`config.mk`:
```
export PLATFORM = sky130hd
export DESIGN_NAME = int16_vector_distance_accumulator_unit_flat
export DESIGN_NICKNAME = d
export VERILOG_FILES = /design/src/hdl/ivda_pkg.sv /design/src/hdl/ivda_ifs.sv /design/src/hdl/int16_vector_distance_accumulator_unit.sv /design/src/hdl/ivda_acc.sv /design/src/flat_wrapper.sv
export SDC_FILE = /design/constraint.sdc
export NUM_CORES = 2
export LEC_CHECK = 0
export BUFFER_PORTS_ARGS = -buffer_cell sky130_fd_sc_hd__buf_4
export CORE_ASPECT_RATIO = 1.4
export CORE_UTILIZATION = 57
export CTS_CLUSTER_DIAMETER = 80
export DETAILED_ROUTE_END_ITERATION = 6
export PLACE_DENSITY = 0.74
export SYNTH_ARGS = -nofsm -noshare
export SYNTH_HDL_FRONTEND = slang
export SYNTH_SLANG_ARGS = --single-unit
```
`constraint.sdc`:
```
create_clock -name i_clk -period 25.2 [get_ports i_clk]
set_clock_uncertainty 0.1 [all_clocks]
set_input_delay 2.52 -clock i_clk [delete_from_list [all_inputs] [get_ports i_clk]]
set_output_delay 2.52 -clock i_clk [all_outputs]
set_load 0.005 [all_outputs]
```
`src/hdl/ivda_pkg.sv`:
```
`default_nettype none
// ----------------------------------------------------------------------------
// ivda_pkg
// Shared widths, codes and record types of the vector distance accumulator.
// ----------------------------------------------------------------------------
package ivda_pkg;

    localparam int ELEM_W     = 16;
    localparam int PROD_W     = 32;  // a*b, signed
    localparam int SQ_DIFF_W  = 33;  // (a-b)^2, at most 2^32
    localparam int SQ_ELEM_W  = 31;  // a^2, at most 2^30
    localparam int METRIC_W   = 45;
    localparam int NORM_W     = 43;
    localparam int DOT_W      = 44;
    localparam int COUNT_W    = 13;
    localparam int SEL_W      = 2;

    localparam int IVDA_MAX_DIM_DEF = 4096;

    typedef enum logic [SEL_W-1:0] {
        METRIC_DOT    = 2'd0,
        METRIC_L2     = 2'd1,
        METRIC_NORM_A = 2'd2
    } t_metric;

    // One element pair after the multiplier stage.
    typedef struct packed {
        logic signed [PROD_W-1:0] ab;
        logic [SQ_DIFF_W-1:0]     sq_diff;
        logic [SQ_ELEM_W-1:0]     sq_a;
        logic [SQ_ELEM_W-1:0]     sq_b;
        logic                     last;
    } t_prod;

    // Totals including the current pair.
    typedef struct packed {
        logic signed [METRIC_W-1:0] metric;
        logic [NORM_W-1:0]          norm_a;
        logic [NORM_W-1:0]          norm_b;
        logic signed [DOT_W-1:0]    dot;
        logic [COUNT_W-1:0]         count;
        logic                       too_long;
    } t_res;

endpackage
`default_nettype wire

```
`src/hdl/ivda_ifs.sv`:
```
`default_nettype none
// ----------------------------------------------------------------------------
// ivda_in_if / ivda_out_if
// Valid/ready channels for element pairs in and vector results out.
// ----------------------------------------------------------------------------
interface ivda_in_if import ivda_pkg::*; ();
    logic                     valid;
    logic                     ready;
    logic signed [ELEM_W-1:0] elem_a;
    logic signed [ELEM_W-1:0] elem_b;
    logic                     last_element;

    modport source (output valid, elem_a, elem_b, last_element, input ready);
    modport sink   (input valid, elem_a, elem_b, last_element, output ready);
endinterface

interface ivda_out_if import ivda_pkg::*; ();
    logic                       valid;
    logic                       ready;
    logic signed [METRIC_W-1:0] metric_value;
    logic [NORM_W-1:0]          norm_a_sum;
    logic [NORM_W-1:0]          norm_b_sum;
    logic signed [DOT_W-1:0]    dot_sum;
    logic [COUNT_W-1:0]         element_count;
    logic                       too_long;

    modport source (output valid, metric_value, norm_a_sum, norm_b_sum, dot_sum,
                    element_count, too_long, input ready);
    modport sink   (input valid, metric_value, norm_a_sum, norm_b_sum, dot_sum,
                    element_count, too_long, output ready);
endinterface
`default_nettype wire

```
`src/hdl/int16_vector_distance_accumulator_unit.sv`:
```
`default_nettype none
// The marked pair passes the input, product and result registers before its result is valid.
// Throughput: one element pair per cycle; a pair is taken while a result waits,
// and the input stalls only when a marked pair meets a result not yet taken.
// Reset (synchronous, active low) clears the sums, count, flag, selector and
// all valid bits; the pipeline payload registers are not reset.
// ----------------------------------------------------------------------------
// int16_vector_distance_accumulator_unit
// Streams signed 16-bit element pairs and reports dot product, squared L2
// distance, squared norms and pair count per vector.
// ----------------------------------------------------------------------------
module int16_vector_distance_accumulator_unit import ivda_pkg::*; #(
    parameter int MAX_DIM = IVDA_MAX_DIM_DEF
) (
    input  wire logic             i_clk,
    input  wire logic             i_rst_n,
    input  wire logic             i_cfg_wr_en,
    input  wire logic [SEL_W-1:0] i_cfg_wr_data,
    ivda_in_if.sink               i_in,
    ivda_out_if.source            o_out
);

    // Metric selector. It must be written only while the unit is idle, a rule on the user
    // that the block itself does not enforce, so the accumulate stage may read it directly.
    logic [SEL_W-1:0] r_metric_sel;

    always_ff @(posedge i_clk) begin
        if (!i_rst_n) begin
            r_metric_sel <= METRIC_DOT;
        end else if (i_cfg_wr_en) begin
            r_metric_sel <= i_cfg_wr_data;
        end
    end

    // ------------------------------------------------------------------
    // Stage 1: input register. Each stage holds one beat and moves on
    // whenever the stage after it can take it, so bubbles close up and
    // only a marked pair facing a full result register stops the flow.
    // ------------------------------------------------------------------
    logic                     r_in_vld;
    logic signed [ELEM_W-1:0] r_a;
    logic signed [ELEM_W-1:0] r_b;
    logic                     r_last;

    logic  r_p_vld;
    t_prod r_prod;
    t_prod n_prod;

    logic  r_res_vld;
    t_res  r_res;
    t_res  w_tot;

    logic  w_res_free;
    logic  w_take;
    logic  w_s2_ready;
    logic  w_s1_ready;

    assign w_res_free = !r_res_vld || o_out.ready;
    assign w_take     = r_p_vld && (!r_prod.last || w_res_free);
    assign w_s2_ready = !r_p_vld || w_take;
    assign w_s1_ready = !r_in_vld || w_s2_ready;
    assign i_in.ready = w_s1_ready;

    always_ff @(posedge i_clk) begin
        if (!i_rst_n) begin
            r_in_vld <= 1'b0;
        end else if (w_s1_ready) begin
            r_in_vld <= i_in.valid;
        end
        if (w_s1_ready && i_in.valid) begin
            r_a    <= i_in.elem_a;
            r_b    <= i_in.elem_b;
            r_last <= i_in.last_element;
        end
    end

    // ------------------------------------------------------------------
    // Stage 2: the four products. The difference needs 17 bits; its
    // square is at most 2^32 and always non-negative.
    // ------------------------------------------------------------------
    logic signed [ELEM_W:0]     w_diff;
    logic signed [2*ELEM_W+1:0] w_sq_diff;
    logic signed [2*ELEM_W-1:0] w_sq_a;
    logic signed [2*ELEM_W-1:0] w_sq_b;

    always_comb begin
        w_diff         = {r_a[ELEM_W-1], r_a} - {r_b[ELEM_W-1], r_b};
        w_sq_diff      = w_diff * w_diff;
        w_sq_a         = r_a * r_a;
        w_sq_b         = r_b * r_b;
        n_prod.ab      = r_a * r_b;
        n_prod.sq_diff = w_sq_diff[SQ_DIFF_W-1:0];
        n_prod.sq_a    = w_sq_a[SQ_ELEM_W-1:0];
        n_prod.sq_b    = w_sq_b[SQ_ELEM_W-1:0];
        n_prod.last    = r_last;
    end

    always_ff @(posedge i_clk) begin
        if (!i_rst_n) begin
            r_p_vld <= 1'b0;
        end else if (w_s2_ready) begin
            r_p_vld <= r_in_vld;
        end
        if (w_s2_ready && r_in_vld) begin
            r_prod <= n_prod;
        end
    end

    // ------------------------------------------------------------------
    // Stage 3: accumulate. The totals including the current pair are
    // formed combinationally and captured as the result on a marked pair.
    // ------------------------------------------------------------------
    ivda_acc #(
        .MAX_DIM (MAX_DIM)
    ) u_acc (
        .i_clk        (i_clk),
        .i_rst_n      (i_rst_n),
        .i_take       (w_take),
        .i_prod       (r_prod),
        .i_metric_sel (r_metric_sel),
        .o_res        (w_tot)
    );

    // Result register: it keeps a finished result while unmarked pairs
    // continue to accumulate behind it.
    always_ff @(posedge i_clk) begin
        if (!i_rst_n) begin
            r_res_vld <= 1'b0;
        end else if (w_take && r_prod.last) begin
            r_res_vld <= 1'b1;
        end else if (o_out.ready) begin
            r_res_vld <= 1'b0;
        end
        if (w_take && r_prod.last) begin
            r_res <= w_tot;
        end
    end

    assign o_out.valid         = r_res_vld;
    assign o_out.metric_value  = r_res.metric;
    assign o_out.norm_a_sum    = r_res.norm_a;
    assign o_out.norm_b_sum    = r_res.norm_b;
    assign o_out.dot_sum       = r_res.dot;
    assign o_out.element_count = r_res.count;
    assign o_out.too_long      = r_res.too_long;

    // The input may only stall because a result is waiting downstream.
    a_stall_cause: assert property (@(posedge i_clk) disable iff (!i_rst_n)
        !i_in.ready |-> (r_res_vld && !o_out.ready))
        else $error("input stalled without a pending result");

    a_last_gives_result: assert property (@(posedge i_clk) disable iff (!i_rst_n)
        w_take && r_prod.last |=> r_res_vld)
        else $error("marked pair did not produce a result");

    a_too_long_count: assert property (@(posedge i_clk) disable iff (!i_rst_n)
        o_out.valid && o_out.too_long |-> o_out.element_count == COUNT_W'(MAX_DIM))
        else $error("overflowed vector reports a count other than the maximum");

endmodule
`default_nettype wire

```
`src/hdl/ivda_acc.sv`:
```
`default_nettype none
// ----------------------------------------------------------------------------
// ivda_acc
// Accumulators, pair counter and overflow flag; forms the running totals.
// ----------------------------------------------------------------------------
module ivda_acc import ivda_pkg::*; #(
    parameter int MAX_DIM = IVDA_MAX_DIM_DEF
) (
    input  wire logic             i_clk,
    input  wire logic             i_rst_n,
    input  wire logic             i_take,
    input  wire t_prod            i_prod,
    input  wire logic [SEL_W-1:0] i_metric_sel,
    output t_res                  o_res
);

    localparam int CNT_W = $clog2(MAX_DIM + 1);

    logic signed [DOT_W-1:0]    r_dot, n_dot;
    logic [METRIC_W-1:0]        r_l2, n_l2;
    logic [NORM_W-1:0]          r_na, n_na;
    logic [NORM_W-1:0]          r_nb, n_nb;
    logic [CNT_W-1:0]           r_cnt, n_cnt;
    logic                       r_ovf, n_ovf;
    logic [CNT_W+COUNT_W-1:0]   w_cnt_ext;
    logic                       w_full;

    assign w_full = (r_cnt == CNT_W'(MAX_DIM));

    always_comb begin
        n_dot = r_dot;
        n_l2  = r_l2;
        n_na  = r_na;
        n_nb  = r_nb;
        n_cnt = r_cnt;
        n_ovf = r_ovf;
        if (w_full) begin
            n_ovf = 1'b1;
        end else begin
            n_dot = r_dot + {{(DOT_W-PROD_W){i_prod.ab[PROD_W-1]}}, i_prod.ab};
            n_l2  = r_l2 + METRIC_W'(i_prod.sq_diff);
            n_na  = r_na + NORM_W'(i_prod.sq_a);
            n_nb  = r_nb + NORM_W'(i_prod.sq_b);
            n_cnt = r_cnt + CNT_W'(1);
        end
    end

    assign w_cnt_ext = {COUNT_W'(0), n_cnt};

    always_comb begin
        o_res.norm_a   = n_na;
        o_res.norm_b   = n_nb;
        o_res.dot      = n_dot;
        o_res.count    = w_cnt_ext[COUNT_W-1:0];
        o_res.too_long = n_ovf;
        unique case (i_metric_sel)
            METRIC_DOT:    o_res.metric = {n_dot[DOT_W-1], n_dot};
            METRIC_L2:     o_res.metric = n_l2;
            METRIC_NORM_A: o_res.metric = METRIC_W'(n_na);
            default:       o_res.metric = '0;
        endcase
    end

    // The marked pair closes the vector: totals go out and the sums restart.
    always_ff @(posedge i_clk) begin
        if (!i_rst_n) begin
            r_dot <= '0;
            r_l2  <= '0;
            r_na  <= '0;
            r_nb  <= '0;
            r_cnt <= '0;
            r_ovf <= 1'b0;
        end else if (i_take) begin
            if (i_prod.last) begin
                r_dot <= '0;
                r_l2  <= '0;
                r_na  <= '0;
                r_nb  <= '0;
                r_cnt <= '0;
                r_ovf <= 1'b0;
            end else begin
                r_dot <= n_dot;
                r_l2  <= n_l2;
                r_na  <= n_na;
                r_nb  <= n_nb;
                r_cnt <= n_cnt;
                r_ovf <= n_ovf;
            end
        end
    end

    a_cnt_bounded: assert property (@(posedge i_clk) disable iff (!i_rst_n)
        r_cnt <= CNT_W'(MAX_DIM))
        else $error("pair counter ran past the maximum length");

    a_ovf_only_full: assert property (@(posedge i_clk) disable iff (!i_rst_n)
        r_ovf |-> w_full)
        else $error("overflow flag set before the counter reached the maximum");

    a_clear_after_last: assert property (@(posedge i_clk) disable iff (!i_rst_n)
        i_take && i_prod.last |=> (r_cnt == '0) && !r_ovf)
        else $error("sums not cleared after the last pair");

endmodule
`default_nettype wire

```
`src/flat_wrapper.sv`:
```
// flat-port wrapper written by rule: the top's interface ports become plain ports
module int16_vector_distance_accumulator_unit_flat import ivda_pkg::*;
#(
    parameter int MAX_DIM = IVDA_MAX_DIM_DEF
)
  (i_clk, i_rst_n, i_cfg_wr_en, i_cfg_wr_data, i_in_valid, i_in_elem_a, i_in_elem_b, i_in_last_element, i_in_ready, o_out_valid, o_out_metric_value, o_out_norm_a_sum, o_out_norm_b_sum, o_out_dot_sum, o_out_element_count, o_out_too_long, o_out_ready);
  ivda_in_if i_in_i ();
  ivda_out_if o_out_i ();
  input  wire logic i_clk;
  input  wire logic i_rst_n;
  input  wire logic i_cfg_wr_en;
  input  wire logic [SEL_W-1:0] i_cfg_wr_data;
  input wire logic [$bits(i_in_i.valid)-1:0] i_in_valid;
  input wire logic [$bits(i_in_i.elem_a)-1:0] i_in_elem_a;
  input wire logic [$bits(i_in_i.elem_b)-1:0] i_in_elem_b;
  input wire logic [$bits(i_in_i.last_element)-1:0] i_in_last_element;
  output wire logic [$bits(i_in_i.ready)-1:0] i_in_ready;
  output wire logic [$bits(o_out_i.valid)-1:0] o_out_valid;
  output wire logic [$bits(o_out_i.metric_value)-1:0] o_out_metric_value;
  output wire logic [$bits(o_out_i.norm_a_sum)-1:0] o_out_norm_a_sum;
  output wire logic [$bits(o_out_i.norm_b_sum)-1:0] o_out_norm_b_sum;
  output wire logic [$bits(o_out_i.dot_sum)-1:0] o_out_dot_sum;
  output wire logic [$bits(o_out_i.element_count)-1:0] o_out_element_count;
  output wire logic [$bits(o_out_i.too_long)-1:0] o_out_too_long;
  input wire logic [$bits(o_out_i.ready)-1:0] o_out_ready;
  assign i_in_i.valid = i_in_valid;
  assign i_in_i.elem_a = i_in_elem_a;
  assign i_in_i.elem_b = i_in_elem_b;
  assign i_in_i.last_element = i_in_last_element;
  assign i_in_ready = i_in_i.ready;
  assign o_out_valid = o_out_i.valid;
  assign o_out_metric_value = o_out_i.metric_value;
  assign o_out_norm_a_sum = o_out_i.norm_a_sum;
  assign o_out_norm_b_sum = o_out_i.norm_b_sum;
  assign o_out_dot_sum = o_out_i.dot_sum;
  assign o_out_element_count = o_out_i.element_count;
  assign o_out_too_long = o_out_i.too_long;
  assign o_out_i.ready = o_out_ready;
  int16_vector_distance_accumulator_unit #(.MAX_DIM(MAX_DIM)) u_core (.i_clk(i_clk), .i_rst_n(i_rst_n), .i_cfg_wr_en(i_cfg_wr_en), .i_cfg_wr_data(i_cfg_wr_data), .i_in(i_in_i), .o_out(o_out_i));
endmodule
```
==> results.sh <==
export IMPL_status="finished with violations"
export IMPL_violations="design-rule violations"
export IMPL_endpoint_kind="register"
export IMPL_max_stage_delay_ns=0.59
export IMPL_start_util_pct=57.5
export IMPL_max_cap_violations=0
export IMPL_slew_headroom_pct=14.2
export IMPL_layout_commonest_cell="inv_1"
export IMPL_clockRootBuffer="clkbuf_16"
export IMPL_cpMostUsedCell="fa_1"
export IMPL_rr_worst_depth=36
export IMPL_cp_data_required_time_ns=25.51
export IMPL_avgViaCountPerCell=5.74
export IMPL_ys_flop_type="edfxtp_1"
export IMPL_numCtsBuffers=57
export IMPL_htree_levels=2
export IMPL_cp_slowest_cell="edfxtp_1"
export IMPL_tns_ns=0
export IMPL_drt_wl_total_mm=179
export IMPL_synth_seq_area_share_pct=22.3
export IMPL_reg2reg_to="u_core.r_prod[94]"
export IMPL_antenna_found_initial=14
export IMPL_boundaryPins=231
export IMPL_tightest_slew_ns=1.27
export IMPL_synth_top_cell_area_share_pct=31.0
export IMPL_synth_area_leaders="fa_1 31%, edfxtp_1 16%, ha_1 9.7%"
export IMPL_hold_path_class="register to register"
export IMPL_crit_reg2reg_launch="u_core.r_a[0]"
export IMPL_track_usage_pct=32.1
export IMPL_clk_latency_ns=0.69
export IMPL_clock_sinks=541
export IMPL_nets=8353
export IMPL_dieArea_um2=114000
export IMPL_postRouteAntennaNets=0
export IMPL_via_count=47900
export IMPL_first_pass_iters=7
export IMPL_yosys_warnings=0
export IMPL_gp_congestion=0.961
export IMPL_crit_type="register to register"
export IMPL_route_detailed_drc=3
export IMPL_drive_above_1_share_pct=6.94
export IMPL_cts_tree="done"
export IMPL_synth_area_um2=64200
export IMPL_timing_fmax_mhz=92.5
export IMPL_grt_max_degree=118
export IMPL_hold_path_end="u_core.r_prod[0]"
export IMPL_grt_pass1_wl_mm=279
export IMPL_ys_types=86
export IMPL_die_w_um=286
export IMPL_grt_pass1_vias=50800
export IMPL_clk_path_buf_depth=3
export IMPL_place_hpwl_mm=142
export IMPL_path_clk_slew_ns=0.07
export IMPL_postSynth_asyncResetShare_pct=0
export IMPL_ys_ff_latch=541
export IMPL_grt_overflow=0
export IMPL_finalCritPeriodShare_pct=42.9
export IMPL_finalHoldViolations=0
export IMPL_num_rows=145
export IMPL_portBuffers=230
export IMPL_area_delta_synth_final_pct=8.36
export IMPL_syn_num_nets=8230
export IMPL_cts_hold_buf=0
export IMPL_cts_setup_buffers=0
export IMPL_slew_violations=0
export IMPL_cp_start_kind="register"
export IMPL_hp_start="u_core.r_last"
export IMPL_drt_iter0_drc=3257
export IMPL_syn_area_per_cell_um2=9.58
export IMPL_wl_per_cell_um=21.5
export IMPL_core_area_um2=112000
export IMPL_finalCriticalPeriod_ns=10.81
export IMPL_worstPathArrival_ns=11.11
export IMPL_layout_common_cells="1278 x inv_1, 995 x fa_1, 655 x nand2_1, 497 x ha_1, 448 x nor2_1"
export IMPL_rsz0062_at_grt="no"
export IMPL_path_max_fanout=26
export IMPL_rrSetupSlack_ns=14.39
export IMPL_syn_inst=6698
export IMPL_yosys_area_top_type="fa_1"
export IMPL_synth_edf_count=347
export IMPL_timing_hold_worst_path_depth=0
export IMPL_cts_resized=0
export IMPL_finalSetupViolCount=0
export IMPL_die_h_um=399
==> cells by family after synthesis <==
kind of cell,Yosys count,share of synthesized area (%)
xor gates and xnor gates,331,4.52
buffers and inverters,1542,9.04
muxes,34,0.552
and+or+nand+nor,1627,11.4
AOI/OAI and AO/OA,1131,11.4
adders and majority gates,1492,40.7
DFF,541,22.3
==> state kept, by name, indices dropped and copies added (netlist names), 43 cells and up <==
register	cells
u_core.o_out.dot_sum	44
u_core.u_acc.r_nb	43
u_core.o_out.metric_value	45
u_core.o_out.norm_a_sum	43
u_core.o_out.norm_b_sum	43
u_core.u_acc.r_dot	44
u_core.u_acc.r_l2	45
u_core.u_acc.r_na	43
u_core.r_prod	125
==> worst max-delay path, delay by kind of cell, from the launching register on <==
| kind | cells | cell delay, ns |
|---|---|---|
| buffers and inverters | 6 | 1.13 |
| XOR/XNOR | 1 | 0.14 |
| AND/OR/NAND/NOR | 6 | 0.72 |
| flip-flops | 1 | 0.59 |
| AO/OA/AOI/OAI | 14 | 4.06 |
| adder cells (fa/ha/maj) | 9 | 3.75 |
==> through the flow <==
stage / hold slack, ns / worst slack (ns) / area [um^2] / cells / utilization [%]
floorplan: 0.300 / 15.82 / 64200 / 6698 / -
global placement: 0.325 / 14.75 / 67500 / 8232 / 60.5
detailed placement: 0.330 / 14.55 / 67500 / 8232 / 60.5
CTS: 0.362 / 14.53 / 69500 / 8340 / 62.3
global route: 0.362 / 13.85 / 69500 / 8340 / 62.3
finish: 0.371 / 14.39 / 69500 / 8343 / 62.3
==> worst max path at each step <==
stage	startpoint	end	slack (ns)
6_report	u_core.r_a[0]	u_core.r_prod[94]	14.39
4_1_cts	u_core.r_a[0]	u_core.r_prod[94]	14.53
3_3_place_gp	u_core.r_a[0]	u_core.r_prod[94]	14.75
3_5_place_dp	u_core.r_a[0]	u_core.r_prod[94]	14.55
2_1_floorplan	u_core.r_a[1]	u_core.r_prod[94]	15.82
5_1_grt	u_core.r_a[0]	u_core.r_prod[94]	13.85
==> cell usage after synthesis (14+ instances only) <==
cell and n:
buf_1 25, ha_1 497, nand4_1 23, nand2_1 656
a21boi_0 20, o211ai_1 25, nor2_1 453, inv_1 1278
and2_1 118, edfxtp_1 347, a31oi_1 45, dfxtp_1 194
or3_1 21, a21o_1 133, mux2i_1 23, a21oi_1 283
and3_1 46, a22o_1 35, a211oi_1 31, nor3_1 30
nand3_1 71, a22oi_1 105, nor2b_1 107, o21bai_1 42
xor2_1 99, o31ai_1 28, or2_2 14, clkinv_1 15
o21a_1 37, clkbuf_1 213, o21ai_0 242, nand2b_1 46
fa_1 995, xnor2_1 232
==> cell type report <==
type / count / area [um^2]
repair buffers: 308 / 2320
diodes: 3 / 7.51
multi-input cells: 4615 / 44100
fillers: 9240 / 42000
clock buffers: 64 / 1470
clock inverters: 44 / 578
inverters: 1298 / 4870
well taps: 1470 / 1840
flip-flops and latches: 541 / 14300
==> metal layers <==
metal  global-route usage, %  wire length, um  share of wire (%)
met5                       0               13             0.0072
met3                    3.83            11100                6.2
met2                    57.0            90600                 51
met4                    19.0            12200                6.8
met1                    37.3            65400                 36
Power is not shown: default switching activity piles up to over one toggle a cycle in this logic, so the estimate is an artifact.
